[config.mk]
export PLATFORM = sky130hd
export DESIGN_NAME = spla_link_ram
export DESIGN_NICKNAME = d
export VERILOG_FILES = /design/src/hw/rtl/spla_link_ram.sv
export SDC_FILE = /design/constraint.sdc
export NUM_CORES = 2
export LEC_CHECK = 0
export BUFFER_PORTS_ARGS = -buffer_cell sky130_fd_sc_hd__clkbuf_2
export CAP_MARGIN = 0
export CORE_ASPECT_RATIO = 1.25
export CORE_MARGIN = 2
export CORE_UTILIZATION = 51
export CTS_BUF_LIST = sky130_fd_sc_hd__clkbuf_8 sky130_fd_sc_hd__clkbuf_16
export CTS_CLUSTER_DIAMETER = 40
export CTS_CLUSTER_SIZE = 40
export DETAILED_ROUTE_END_ITERATION = 7
export PLACE_DENSITY = 0.66
export SLEW_MARGIN = 10
export SYNTH_ARGS = -nofsm -noshare
export SYNTH_HDL_FRONTEND = slang
export SYNTH_SLANG_ARGS = --single-unit
[constraint.sdc]
create_clock -name clk -period 3.4 [get_ports clk]
set_input_delay 0.68 -clock clk [delete_from_list [all_inputs] [get_ports clk]]
set_output_delay 0.68 -clock clk [all_outputs]
set_load 0.005 [all_outputs]
[src/hw/rtl/spla_link_ram.sv]
module spla_link_ram #(
  parameter int DEPTH = 256,
  parameter int WIDTH = 8
) (
  input  logic                     clk,
  input  logic                     we,
  input  logic [$clog2(DEPTH)-1:0] waddr,
  input  logic [WIDTH-1:0]         wdata,
  input  logic [$clog2(DEPTH)-1:0] raddr,
  output logic [WIDTH-1:0]         rdata
);

  logic [WIDTH-1:0] mem [DEPTH];

  always_ff @(posedge clk) begin
    if (we) begin
      mem[waddr] <= wdata;
    end
  end

  always_ff @(posedge clk) begin
    rdata <= mem[raddr];
  end

endmodule

==> metrics.txt <==
Post-Layout Cell Count 6419; # rows 162; grt total ovfl 0; peak supply drop 594 uV; Hold Slack 0.309 ns; initial core utilization 51.2%; Final Hold Fails 0; dpl hpwl 124 mm; first-pass GRT wire length 281 mm; r2r setup slk 0.68 ns; Placed Cells 6102; Post-CTS Setup Bufs 0; fin crit share 86.3%; vias per cell 6.20; HP Start wdata[4]; layout cells sized above 1 30.2%; status finished, violations left; Syn Nets 3759; LEAKAGE 29.3 nW; # resized after CTS 0; critical path arrival 3.61 ns; hold depth 1; Critical R2R Launch mem[132][0]; critical path type in -> reg; Worst R2R End rdata[0]; synthesized area 79600 um2; Syn Area/Cell 21.3 um2; Fin Clk Skew 0.0405 ns; CTS H-tree depth 4; Mapped Cells 3733; clock buffer count from CTS 165; area of the die 159000 um2; CTS Root Cell clkbuf_16; crit path capture type register; max_cap viols 0; Final Net Count 4245; largest net degree at the start of global routing 109; Core Footprint 155000 um2; EDFF count, synth 2048; clk buf depth 3; Reg clk slew, reported paths 0.07 ns; first drt pass iteration count 7; ys flop type edfxtp_1; synth unique cells 55; clk_lat worst skew 0.85 ns; GRT Overall Usage 24.7%; hold endpoint mem[107][4]; R2R depth 7; Final Setup Violations 0; Worst-Margin Slew 0.927 ns; Max Freq 341 MHz; sequential fraction of the synthesis area 77.5%; violated checks DRC; area delta synth->final 15.2%; initial antenna violation count 14; worst-path maximum fanout 10; Slew Viols, Final 0; gpl congestion 0.852; RSZ-0062 raised after global routing no; CTS tree yes; Async SR Flop Fraction 0%; IO Port Bufs 33; WL/cell 30.1 um; post-route ant nets 0; Routed WL 193 mm; Residual DRC 6; slew margin rel. 38.2%; yosys warns 0; Post-CTS Hold Buffers 0; vias in the first global route 40000; drt initial violations 4860; vias post-DR 39800; Worst Hold Class in -> reg; Synth Register Bits 2056; Pwr per Cell Area 556 nW/um2; num ports 34; Req. time, crit path 4.07 ns; crit path launch type input pin; Clock Sinks 2056; Die H 446 um; CP startpoint raddr[0]; final period demand of the worst path 2.94 ns; die width 357 um
-- cells in the mapped netlist (22+ instances only) --
cell | n | share of area [%]
buf_2 | 31 | 0.20
a22oi_1 | 133 | 1.3
nor3_1 | 22 | 0.14
nand2_1 | 33 | 0.16
o221ai_1 | 46 | 0.51
nor2b_1 | 31 | 0.24
buf_4 | 27 | 0.25
edfxtp_1 | 2048 | 77
mux2i_1 | 134 | 1.7
a21oi_1 | 96 | 0.60
nor4_1 | 24 | 0.19
clkbuf_1 | 111 | 0.52
nand3_1 | 34 | 0.21
nor2_1 | 282 | 1.3
buf_1 | 22 | 0.10
o22ai_1 | 28 | 0.22
mux4_2 | 454 | 13
-- worst max-delay path, stage by stage --
cell	delay, ns
buf_8	0.16
buf_12	0.17
buf_12	0.18
buf_4	0.25
mux4_2	0.52
a22o_1	0.25
a221oi_1	0.68
o32ai_1	0.29
nor3_1	0.21
buf_4	0.14
nor4_1	0.05
-- stage by stage --
stage,utilization (%),TNS [ns],worst slack [ns],power (mW),cell area [um2]
after detailed placement,55.2,-1.47,-0.473,31.3,85800
after global routing,58.9,0,0.379,52.3,91600
after global placement,55.2,-1.52,-0.448,31.2,85800
after floorplan,-,0,0.782,29.9,79600
after CTS,58.9,0,0.385,51.3,91600
final,58.9,0,0.465,51.0,91600
-- kinds of logic after synthesis --
logic type | after synthesis | share of synthesized area [%]
AO/OA/AOI/OAI | 385 | 3.42
flip-flops | 2056 | 77.5
multiplexers | 591 | 14.6
buffers and inverters | 235 | 1.83
AND/OR/NAND/NOR | 466 | 2.63
-- registers in the layout, summed over array words and instances, names as in the netlist --
signal / count
rdata: 8
mem: 2048
-- cell usage in the layout, fill, tap and decap left out, types with 11 or more instances in the layout --
master     Yosys  routed
clkbuf_2       0      21
edfxtp_1    2048    2048
buf_12         8      72
clkbuf_16      0     166
o22ai_1       28      28
a21oi_1       96      96
bufinv_16      0      11
clkinv_8       0      19
nor2_1       282     279
nor4_1        24      24
inv_6          0      34
inv_8          0      22
o221ai_1      46      46
mux4_2       454     454
inv_1          1      11
mux2i_1      134     134
nor2b_1       31      28
clkinv_2       0      11
nor3_1        22      22
a221oi_1      13      13
a22oi_1      133     133
nand2_1       33      33
nand3_1       34      34
a211oi_1      16      16
buf_4         27     449
-- cell type report --
cell class	count	area (um2)
Antenna cell	9	22.5
Clock buffer	167	4170
Clock inverter	141	1660
Fill cell	10900	63800
Inverter	2	7.51
Multi-Input combinational cell	1442	16500
Sequential cell	2056	61700
Tap cell	2050	2560
Timing Repair Buffer	552	5060
-- report_power, final --
group / switching, mW / internal [mW]
logic: 1.65 / 1.06
clock network: 9.91 / 10.4
registers: 0.0503 / 27.9
-- worst max-delay path by stage --
stage,endpoint,slack [ns],cells after the start
5_1_grt,rdata[5],0.38,11
3_3_place_gp,rdata[3],-0.45,11
3_5_place_dp,rdata[3],-0.47,11
4_1_cts,rdata[3],0.39,11
6_report,rdata[3],0.46,11
2_1_floorplan,rdata[2],0.78,9
-- routing by layer --
| layer | share of wire, % | global-route usage (%) |
|---|---|---|
| met1 | 38 | 33.6 |
| met2 | 51 | 41.4 |
| met3 | 8.0 | 3.45 |
| met4 | 3.3 | 8.19 |
| met5 | 0.0067 | 0 |
No activity file was read; power rests on OpenSTA's default activity.
